<file path="src/sv/ils_pkg.sv">
`default_nettype none

package ils_pkg;

    localparam int ILS_CAPACITY = 128;
    localparam int DATA_W       = 32;

    localparam logic [1:0] OP_GET    = 2'd0;
    localparam logic [1:0] OP_FIND   = 2'd1;
    localparam logic [1:0] OP_INSERT = 2'd2;
    localparam logic [1:0] OP_REMOVE = 2'd3;

    typedef struct packed {
        logic [1:0]               operation;
        logic [7:0]               position;
        logic signed [DATA_W-1:0] operand_value;
    } req_t;

    typedef struct packed {
        logic                     ok;
        logic signed [DATA_W-1:0] read_value;
        logic [6:0]               found_position;
        logic [7:0]               item_count;
        logic                     is_empty;
    } rsp_t;

endpackage

`default_nettype wire

</file>
<file path="src/sv/ils_mem.sv">
`default_nettype none

module ils_mem
    import ils_pkg::*;
#(
    parameter int DEPTH = ILS_CAPACITY,
    parameter int AW    = $clog2(ILS_CAPACITY)
)
(
    input  wire logic              clk,
    input  wire logic              we,
    input  wire logic [AW-1:0]     waddr,
    input  wire logic [DATA_W-1:0] wdata,
    input  wire logic              re,
    input  wire logic [AW-1:0]     raddr,
    output logic      [DATA_W-1:0] rdata
);

    logic [DATA_W-1:0] mem [DEPTH];
    logic [DATA_W-1:0] rdata_reg;

    always_ff @(posedge clk)
    begin
        if (we)
        begin
            mem[waddr] <= wdata;
        end
        if (re)
        begin
            rdata_reg <= mem[raddr];
        end
    end

    assign rdata = rdata_reg;

endmodule

`default_nettype wire

</file>
<file path="src/sv/ils_ctrl.sv">
`default_nettype none

module ils_ctrl
    import ils_pkg::*;
#(
    parameter int CAPACITY = ILS_CAPACITY
)
(
    input  wire logic                               clk,
    input  wire logic                               rst_n,
    input  wire logic                               req_valid,
    output logic                                    req_stall,
    input  wire req_t                               req,
    output logic                                    rsp_valid,
    input  wire logic                               rsp_stall,
    output rsp_t                                    rsp,
    output logic                                    mem_we,
    output logic [$clog2(CAPACITY)-1:0]             mem_waddr,
    output logic [DATA_W-1:0]                       mem_wdata,
    output logic                                    mem_re,
    output logic [$clog2(CAPACITY)-1:0]             mem_raddr,
    input  wire logic [DATA_W-1:0]                  mem_rdata
);

    localparam int AW = $clog2(CAPACITY);
    localparam int CW = $clog2(CAPACITY + 1);
    localparam int PW = (CW > 8) ? CW : 8;

    typedef enum logic [3:0] {
        S_IDLE = 4'b0001,
        S_WALK = 4'b0010,
        S_FIN  = 4'b0100,
        S_DONE = 4'b1000
    } state_t;

    state_t            state_reg,   state_next;
    logic [1:0]        op_reg,      op_next;
    logic [AW-1:0]     pos_reg,     pos_next;
    logic [DATA_W-1:0] val_reg,     val_next;
    logic [CW-1:0]     count_reg,   count_next;
    logic [AW-1:0]     rptr_reg,    rptr_next;
    logic [CW-1:0]     left_reg,    left_next;
    logic              rvalid_reg,  rvalid_next;
    logic [AW-1:0]     raddr_d_reg, raddr_d_next;
    logic              ok_reg,      ok_next;
    logic [DATA_W-1:0] rd_reg,      rd_next;
    logic [AW-1:0]     fpos_reg,    fpos_next;
    logic              rsp_valid_reg, rsp_valid_next;
    rsp_t              rsp_reg,     rsp_next;

    logic [PW-1:0]     pos_ext;
    logic [PW-1:0]     cnt_ext;
    logic [PW-1:0]     span_ext;
    logic [CW-1:0]     cnt_m1;
    logic [CW-1:0]     cnt_p1;
    logic [AW+6:0]     fpos_wide;
    logic [CW+7:0]     cnt_wide;
    logic              last;

    assign pos_ext   = PW'(req.position);
    assign cnt_ext   = PW'(count_reg);
    assign span_ext  = cnt_ext - pos_ext;
    assign cnt_m1    = count_reg - CW'(1);
    assign cnt_p1    = count_reg + CW'(1);
    assign fpos_wide = (AW + 7)'(fpos_reg);
    assign cnt_wide  = (CW + 8)'(count_reg);
    assign last      = (left_reg == '0);

    always_comb
    begin
        state_next     = state_reg;
        op_next        = op_reg;
        pos_next       = pos_reg;
        val_next       = val_reg;
        count_next     = count_reg;
        rptr_next      = rptr_reg;
        left_next      = left_reg;
        rvalid_next    = rvalid_reg;
        raddr_d_next   = raddr_d_reg;
        ok_next        = ok_reg;
        rd_next        = rd_reg;
        fpos_next      = fpos_reg;
        rsp_valid_next = rsp_valid_reg;
        rsp_next       = rsp_reg;
        mem_we         = 1'b0;
        mem_waddr      = '0;
        mem_wdata      = '0;
        mem_re         = 1'b0;
        mem_raddr      = rptr_reg;
        req_stall      = (state_reg != S_IDLE);

        if (rsp_valid_reg && !rsp_stall)
        begin
            rsp_valid_next = 1'b0;
        end

        unique case (state_reg)
            S_IDLE:
            begin
                if (req_valid)
                begin
                    op_next     = req.operation;
                    pos_next    = pos_ext[AW-1:0];
                    val_next    = req.operand_value;
                    rvalid_next = 1'b0;
                    ok_next     = 1'b0;
                    rd_next     = '0;
                    fpos_next   = '0;
                    state_next  = S_DONE;
                    unique case (req.operation)
                        OP_GET:
                        begin
                            if (pos_ext < cnt_ext)
                            begin
                                rptr_next  = pos_ext[AW-1:0];
                                left_next  = CW'(1);
                                state_next = S_WALK;
                            end
                        end
                        OP_FIND:
                        begin
                            if (count_reg != '0)
                            begin
                                rptr_next  = '0;
                                left_next  = count_reg;
                                state_next = S_WALK;
                            end
                        end
                        OP_INSERT:
                        begin
                            if ((count_reg < CW'(CAPACITY)) && (pos_ext <= cnt_ext))
                            begin
                                if (pos_ext == cnt_ext)
                                begin
                                    state_next = S_FIN;
                                end
                                else
                                begin
                                    rptr_next  = cnt_m1[AW-1:0];
                                    left_next  = span_ext[CW-1:0];
                                    state_next = S_WALK;
                                end
                            end
                        end
                        OP_REMOVE:
                        begin
                            if (pos_ext < cnt_ext)
                            begin
                                rptr_next  = pos_ext[AW-1:0];
                                left_next  = span_ext[CW-1:0];
                                state_next = S_WALK;
                            end
                        end
                        default:
                        begin
                            state_next = S_DONE;
                        end
                    endcase
                end
            end

            S_WALK:
            begin
                // issue the next read of the walk
                if (!last)
                begin
                    mem_re       = 1'b1;
                    rptr_next    = (op_reg == OP_INSERT) ? rptr_reg - AW'(1)
                                                         : rptr_reg + AW'(1);
                    left_next    = left_reg - CW'(1);
                    rvalid_next  = 1'b1;
                    raddr_d_next = rptr_reg;
                end
                else
                begin
                    rvalid_next = 1'b0;
                end

                if (rvalid_reg)
                begin
                    unique case (op_reg)
                        OP_GET:
                        begin
                            rd_next     = mem_rdata;
                            ok_next     = 1'b1;
                            rvalid_next = 1'b0;
                            state_next  = S_DONE;
                        end
                        OP_FIND:
                        begin
                            if (mem_rdata == val_reg)
                            begin
                                ok_next     = 1'b1;
                                fpos_next   = raddr_d_reg;
                                rvalid_next = 1'b0;
                                state_next  = S_DONE;
                            end
                            else if (last)
                            begin
                                state_next = S_DONE;
                            end
                        end
                        OP_INSERT:
                        begin
                            mem_we    = 1'b1;
                            mem_waddr = raddr_d_reg + AW'(1);
                            mem_wdata = mem_rdata;
                            if (last)
                            begin
                                state_next = S_FIN;
                            end
                        end
                        OP_REMOVE:
                        begin
                            if (raddr_d_reg == pos_reg)
                            begin
                                rd_next = mem_rdata;
                            end
                            else
                            begin
                                mem_we    = 1'b1;
                                mem_waddr = raddr_d_reg - AW'(1);
                                mem_wdata = mem_rdata;
                            end
                            if (last)
                            begin
                                count_next = cnt_m1;
                                ok_next    = 1'b1;
                                state_next = S_DONE;
                            end
                        end
                        default:
                        begin
                            state_next = S_DONE;
                        end
                    endcase
                end
            end

            S_FIN:
            begin
                mem_we     = 1'b1;
                mem_waddr  = pos_reg;
                mem_wdata  = val_reg;
                count_next = cnt_p1;
                ok_next    = 1'b1;
                state_next = S_DONE;
            end

            S_DONE:
            begin
                if (!rsp_valid_reg || !rsp_stall)
                begin
                    rsp_valid_next          = 1'b1;
                    rsp_next.ok             = ok_reg;
                    rsp_next.read_value     = rd_reg;
                    rsp_next.found_position = fpos_wide[6:0];
                    rsp_next.item_count     = cnt_wide[7:0];
                    rsp_next.is_empty       = (count_reg == '0);
                    state_next              = S_IDLE;
                end
            end

            default:
            begin
                state_next = S_IDLE;
            end
        endcase
    end

    always_ff @(posedge clk or negedge rst_n)
    begin
        if (!rst_n)
        begin
            state_reg     <= S_IDLE;
            count_reg     <= '0;
            left_reg      <= '0;
            rvalid_reg    <= 1'b0;
            rsp_valid_reg <= 1'b0;
        end
        else
        begin
            state_reg     <= state_next;
            count_reg     <= count_next;
            left_reg      <= left_next;
            rvalid_reg    <= rvalid_next;
            rsp_valid_reg <= rsp_valid_next;
        end
    end

    always_ff @(posedge clk)
    begin
        op_reg      <= op_next;
        pos_reg     <= pos_next;
        val_reg     <= val_next;
        rptr_reg    <= rptr_next;
        raddr_d_reg <= raddr_d_next;
        ok_reg      <= ok_next;
        rd_reg      <= rd_next;
        fpos_reg    <= fpos_next;
        rsp_reg     <= rsp_next;
    end

    assign rsp_valid = rsp_valid_reg;
    assign rsp       = rsp_reg;

endmodule

`default_nettype wire

</file>
<file path="src/sv/indexed_list_store.sv">
// Get reads one entry; find walks from the front to a match or the end; remove walks up from
// the position, moving each entry down; insert walks down from the end, moving each entry up,
// then does the final write; an append goes straight to the final write, a rejected request
// to the result. Throughput: one request at a time, one element per cycle through the memory's
// single ports. Reset clears the count, the state and the valid flags; memory contents stay
// undefined and are never read below the count before being written, so there is no clearing pass.
`default_nettype none

module indexed_list_store
    import ils_pkg::*;
#(
    parameter int CAPACITY = ILS_CAPACITY
)
(
    input  wire logic clk,
    input  wire logic rst_n,
    input  wire logic req_valid,
    output logic      req_stall,
    input  wire req_t req,
    output logic      rsp_valid,
    input  wire logic rsp_stall,
    output rsp_t      rsp
);

    localparam int AW = $clog2(CAPACITY);

    logic              mem_we;
    logic [AW-1:0]     mem_waddr;
    logic [DATA_W-1:0] mem_wdata;
    logic              mem_re;
    logic [AW-1:0]     mem_raddr;
    logic [DATA_W-1:0] mem_rdata;

    ils_ctrl #(
        .CAPACITY (CAPACITY)
    ) u_ctrl (
        .clk       (clk),
        .rst_n     (rst_n),
        .req_valid (req_valid),
        .req_stall (req_stall),
        .req       (req),
        .rsp_valid (rsp_valid),
        .rsp_stall (rsp_stall),
        .rsp       (rsp),
        .mem_we    (mem_we),
        .mem_waddr (mem_waddr),
        .mem_wdata (mem_wdata),
        .mem_re    (mem_re),
        .mem_raddr (mem_raddr),
        .mem_rdata (mem_rdata)
    );

    ils_mem #(
        .DEPTH (CAPACITY),
        .AW    (AW)
    ) u_mem (
        .clk   (clk),
        .we    (mem_we),
        .waddr (mem_waddr),
        .wdata (mem_wdata),
        .re    (mem_re),
        .raddr (mem_raddr),
        .rdata (mem_rdata)
    );

    a_no_same_entry: assert property (@(posedge clk) disable iff (!rst_n)
        (mem_we && mem_re) |-> (mem_waddr != mem_raddr))
        else $error("read and write hit the same entry");

    a_busy_after_accept: assert property (@(posedge clk) disable iff (!rst_n)
        (req_valid && !req_stall) |=> req_stall)
        else $error("request accepted while previous one in flight");

    a_write_only_busy: assert property (@(posedge clk) disable iff (!rst_n)
        mem_we |-> req_stall)
        else $error("memory written while idle");

    a_fail_zero: assert property (@(posedge clk) disable iff (!rst_n)
        (rsp_valid && !rsp.ok) |-> ((rsp.read_value == '0) && (rsp.found_position == '0)))
        else $error("failed result carries data");

endmodule

`default_nettype wire

</file>
<file path="config.mk">
export PLATFORM = sky130hd
export DESIGN_NAME = indexed_list_store
export DESIGN_NICKNAME = d
export VERILOG_FILES = /design/src/sv/ils_pkg.sv /design/src/sv/ils_mem.sv /design/src/sv/ils_ctrl.sv /design/src/sv/indexed_list_store.sv
export SDC_FILE = /design/constraint.sdc
export NUM_CORES = 2
export LEC_CHECK = 0
export ABC_AREA = 1
export BUFFER_PORTS_ARGS = -buffer_cell sky130_fd_sc_hd__clkbuf_2
export CAP_MARGIN = 25
export CORE_MARGIN = 2
export CORE_UTILIZATION = 30
export CTS_BUF_LIST = sky130_fd_sc_hd__clkbuf_4
export CTS_CLUSTER_DIAMETER = 30
export CTS_CLUSTER_SIZE = 28
export DETAILED_ROUTE_END_ITERATION = 6
export PLACE_DENSITY = 0.42
export RECOVER_POWER = 100
export SLEW_MARGIN = 20
export SYNTH_ARGS = -nofsm -noshare
export SYNTH_HDL_FRONTEND = slang
export SYNTH_SLANG_ARGS = --single-unit
</file>
<file path="constraint.sdc">
create_clock -name clk -period 13.2 [get_ports clk]
set_input_delay 2.64 -clock clk [delete_from_list [all_inputs] [get_ports clk]]
set_output_delay 2.64 -clock clk [all_outputs]
set_load 0.1 [all_outputs]
</file>
; Yosys cells after proc, flatten, opt, wreduce, memory -nomap -nowiden
; Memories as Yosys holds them, arrays and structs flattened. A register that Yosys moved wholly into a read port is not among the register bits.
; Index checks and enable logic that the tools add are counted.
[totals]
ff_bits = 166
ram_bits = 4096
input_bits = 46
output_inout_bits = 51
wordCells = 164
memories = 1
[memory_table]
columns = name, words, width, read_ports, rd_clocked_by_memory_dff, write_ports, line_no
row1 = u_mem.mem, 128, 32, 1, 1, 1, ils_mem.sv:19  ; logic [DATA_W-1:0] mem [DEPTH];
[op_classes]
addsub = 8
order_cmp = 3
eq_ne = 34
n_mux = 74
bitwise_logic = 1
reduce_logical = 25
[ops]
columns = op, count
row1 = case mux 32 bit (2 select lines), 4
row2 = 2-to-1 mux 32 bit, 5
row3 = 2-to-1 mux 7 bit, 13
row4 = 2-to-1 mux 8 bit, 10
row5 = case mux 7 bit (2 select lines), 4
row6 = 2-to-1 mux 4 bit, 9
row7 = equality test 32 bit, 1
row8 = case mux 4 bit (4 select lines), 2
row9 = case mux 8 bit (2 select lines), 2
row10 = case mux 8 bit (4 select lines), 1
row11 = inequality test 3 x 2 -> 1 bit (second input constant), 10
row12 = case mux 7 bit (3 select lines), 1
row13 = logical NOT 8 bit, 2
row14 = subtractor 8 x 1 -> 8 bit (second input constant), 2
row15 = 2-to-1 mux 1 bit, 15
row16 = adder 7 x 1 -> 7 bit (second input constant), 2
row17 = subtractor 7 x 1 -> 7 bit (second input constant), 2
row18 = case mux 4 bit (3 select lines), 1
row19 = inequality test 2 x 1 -> 1 bit (second input constant), 5
row20 = AND reduction 5 bit, 2
row21 = adder 8 x 1 -> 8 bit (second input constant), 1
row22 = equality test 2 bit (second input constant), 4
row23 = equality test 8 bit, 1
row24 = <= comparator 8 bit, 1
row25 = other kinds (30), 45

; Longest topological paths before layout
[depth]
depth_word = 7
depth_mapped = 15
depth_no_buf = 15

; Hierarchy
; Synthesis repeated with hierarchy kept, for this count alone.
[unflattened]
cells_unflattened = 14238
hier_area_um2 = 173333.7
[modules_own_cells]
columns = module, n_inst, cells_per_inst, area_per_inst_um2
row1 = ils_mem, 1, 13389, 164954.5
row2 = ils_ctrl, 1, 849, 8379.3

; Worst setup path before layout
; Ideal clock, no wire load.
[synth_timing]
path_type = register to register
from = reg u_ctrl.state_reg[3]
to = mem u_mem.mem[0][20], data pin
arrival_ps = 6262
required_time_ps = 12003
path_slack_ps = 5740
stages_incl_launch_ff = 9
period_less_slack_ps = 7460
cell_sequence = dfrtp_1 -> nor2_2 -> nand3_4 -> clkinv_2 -> nand2_2 -> nor2_4 -> nand2_2 -> clkbuf_1 -> o21ai_0
[synth_between]
elab_chain_len = 2
[synth_lines]
columns = item, line_no
row1 = from (decl), ils_ctrl.sv:36  ; state_t state_reg, state_next;
row2 = from (signal assigned), ils_ctrl.sv:283  ; state_reg <= state_next;
row3 = equality test 4 x 3 -> 1 bit / equality test 4 x 2 -> 1 bit (equally long branches), ils_ctrl.sv:97  ; unique case (state_reg)
row4 = case mux 32 bit (2 select lines) (*), ils_ctrl.sv:97
row5 = net mem_wdata[20], indexed_list_store.sv:29  ; logic [DATA_W-1:0] mem_wdata;
row6 = to (decl), ils_mem.sv:19
; Mark *: on every way through the listed nets, which the timed path passes. The rest lies on a longest branch.

; Worst setup path in the final report
[layout_timing]
from = reg u_ctrl.state_reg[2]
to = mem u_mem.mem[66][30] (enable)
[layout_between]
elab_chain_len = 4
[layout_lines]
columns = item, line_no
row1 = equality test 4 x 3 -> 1 bit / equality test 4 x 2 -> 1 bit (equally long branches), ils_ctrl.sv:97
row2 = case mux 1 bit (2 select lines), ils_ctrl.sv:97
row3 = 2-to-1 mux 1 bit, ils_mem.sv:24  ; if (we)
row4 = 2-to-1 mux 1 bit (implied by the code), ils_mem.sv:26  ; mem[waddr] <= wdata;
; Parallel ways exist; a longest one is shown, timed or not.

==> qor.csv <==
metric,value,unit
Clk network pwr share,36.3,%
Final Slew Violations,3619,
critical path's most frequent cell,nand2_1,
initial antenna violation count,50,
WP data required,14.37,ns
violated checks,"capacitance limit, slew limit",
Post-CTS Hold Fix Bufs,0,
first-pass GRT wire length,870000,um
drt wl/cell,27.5,um
CP Max Fanout,54,
delay of the slowest cell on the worst path,2.25,ns
Logic pwr share,23.7,%
Critical path buffers and inverters,2,
post-route ant nets,0,
post-detail-place hpwl,326000,um
worst-margin pin slew,7.38,ns
#FFs+latches synth,4294,
Cell Int Power,0.0251,W
Longest Clk Path Bufs,5,
I/O Pins,97,
"Cell Chain, Critical Path",nor2_1 > nand3_1 > clkinvlp_2 > nand2_1 > nor2_1 > nand2_1 > nand2_1 > nand3_1 > nor2_1 > nand2_1 > nor2_4 > clkbuf_1,
CTS Buf Count,1160,
post-synthesis cell area,171000,um2
"Remaining Overflow, GRT",0,
Worst VDD drop,155,uV
Reg area,129000,um2
Mapped Cells,13600,
hold_ws,0.412,ns
"Area growth, synth to finish",15.1,%
setup_tns,0,ns
Post-synth EDFFs,4272,
leakage,68.3,nW
Critical Path AT,10.74,ns
Post-CTS Repair Setup Buffers,0,
highest clock rate,0.105,GHz
Nets,14300,
syn nets,13600,
Rows,277,
endpoint class of the critical path,register,
register area share after synthesis,75.2,%
H-Tree Level Count,7,
Initial Util,30.1,%
Hold Path Class,reg2reg,
die height,760,um
multi-input combinational cell area,37900,um2
dpl cells,20600,
Pwr Density,194,nW/um2
dpl ws,6.80,ns
YS warnings,0,
max-cap viol count,113,
post-route setup slack,3.63,ns
ys flop type,edfxtp_1,
Clock transition at path regs,0.07,ns
Core Footprint,569000,um2
FILL cells,56600,
drt drc,0,
final-report hold violation count,0,
crit path kind,reg2reg,
sequential group share of total power,39.9,%
status,finished with violations,
vias per cell,5.16,
CTS tree,yes,
Non-Filler Instances,22600,
RSZ-0062 raised after global routing,false,
share of cells above drive strength 1,14.3,%
Tot GR Track Use,21.1,%
largest net degree at the start of global routing,184,
Top delay family on crit path,simple AND/OR/NAND/NOR gates,
Clock Sinks,4294,
Mapped Avg Cell Area,12.6,um2
Iter 0 DRT Violations,13500,
vias in the first global route,113000,
switching power total,0.0132,W
Startpoint Class,register,
Final Skew,0.216,ns
clk root buf,clkbuf_4,
final setup fails,0,
max reg flops,4096,
Tcrit/Tclk final,72.5,%
ys async rst share,0.512,%
Rel. slew slack,-392,%
die area,577000,um2
drt first pass iters,6,
via count,117000,
routed wire length,622000,um
chip width,760,um
Netlist cell types,51,
Final Critical Period,9.57,ns
Port-buffer cells,96,
Switching Fraction,34.4,%
Skew-Pair Late Insertion Delay,1.84,ns
CTS resizes,0,
CP max-delay cell,clkbuf_1,
routability cong.,0.795,
-- layout by cell type, fill, tap and decap left out, drive strengths merged, types with 71 or more instances in the layout --
cell type  Yosys  final
nand3       1838   1838
clkbuf       564   1527
a21oi        146    146
clkinvlp       0     71
o21ai       1613   1613
o22ai        727    727
bufinv         0    143
nand2       1990   1990
edfxtp      4272   4272
inv          262    280
buf          362    245
nor2        1648   1648
clkinv         3    415
-- layout make-up --
class | instances | share of cell area [%]
diodes | 41 | 0.0520
clock buffers | 1341 | 5.11
multi-input cells | 8067 | 19.2
inverters | 265 | 0.532
flip-flops and latches | 4294 | 65.3
well taps | 7533 | 4.78
repair buffers | 431 | 1.53
clock inverters | 644 | 3.44
-- metal layers --
metal  part of all wire [%]  vias to the layer above  GRT usage, %
li1                       -                    51700             -
met1                     45                    59500          29.9
met2                     45                     4760          32.3
met3                    7.6                      839          4.50
met4                    2.5                        0          6.37
met5                      0                        -             0
-- path summary, 6_finish.rpt --
kind / from / to / slack, ns / cells after the start
worst max-delay path: u_ctrl.state_reg[2]$_DFFE_PN0P_ / u_mem.mem[66][30]$_DFFE_PP_ / 3.63 / 12
worst min-delay path: u_ctrl.ok_reg$_DFFE_PP_ / u_ctrl.rsp[48]$_DFFE_PP_ / 0.41 / 0
worst max register to register: u_ctrl.state_reg[2]$_DFFE_PN0P_ / u_mem.mem[66][30]$_DFFE_PP_ / 3.63 / 12
worst min register to register: u_ctrl.ok_reg$_DFFE_PP_ / u_ctrl.rsp[48]$_DFFE_PP_ / 0.41 / 0
max in group asynchronous: rst_n / u_ctrl.left_reg[1]$_DFFE_PN0P_ / 11.16 / 1
min in group asynchronous: rst_n / u_ctrl.cnt_ext[1]$_DFFE_PN0P_ / 1.12 / 1
-- power groups by stage --
stage	Combinational (W)	Sequential [W]	Clock [W]
6_report	0.00908	0.0153	0.0139
5_1_grt	0.00984	0.0153	0.0150
4_1_cts	0.00917	0.0152	0.0142
3_5_place_dp	0.00915	0.0155	0
3_3_place_gp	0.00919	0.0156	0
2_1_floorplan	0.00520	0.0157	0
-- worst register-to-register path: cells and delay by family, from the launching register on --
| family | cells | cell delay [ns] |
|---|---|---|
| simple gates | 10 | 4.74 |
| flops | 1 | 0.40 |
| buf+inv | 2 | 3.75 |
-- synthesized netlist by cell type (all sizes together), types with 2 or more instances --
| master | n | area share (%) |
|---|---|---|
| a21boi | 3 | 0.013 |
| a21oi | 146 | 0.43 |
| a22oi | 3 | 0.013 |
| a31oi | 2 | 0.0073 |
| buf | 362 | 1.1 |
| clkbuf | 564 | 1.2 |
| clkinv | 3 | 0.0080 |
| dfrtp | 21 | 0.31 |
| edfxtp | 4272 | 75 |
| fa | 2 | 0.023 |
| ha | 24 | 0.18 |
| inv | 262 | 0.58 |
| nand2 | 1990 | 4.4 |
| nand3 | 1838 | 5.4 |
| nand3b | 3 | 0.013 |
| nand4 | 12 | 0.047 |
| nor2 | 1648 | 3.7 |
| nor3 | 8 | 0.026 |
| o211ai | 2 | 0.0088 |
| o21ai | 1613 | 4.7 |
| o22ai | 727 | 2.7 |
| xnor2 | 21 | 0.11 |
| xor2 | 17 | 0.087 |
-- cells by family after synthesis --
logic type      synth area share [%]
xor+xnor                       0.194
simple gates                    13.6
fa+ha+maj                      0.199
compound gates                  7.89
buf+inv                         2.89
flops                           75.2
-- per-stage QoR --
stage               power (W)  cell area [um2]  util [%]
global route           0.0401           197000      34.7
floorplan              0.0209           171000         -
finish                 0.0382           197000      34.7
CTS                    0.0387           199000      34.9
detailed placement     0.0247           182000      31.9
global placement       0.0247           182000      31.9
No activity file was read; power rests on OpenSTA's default activity.
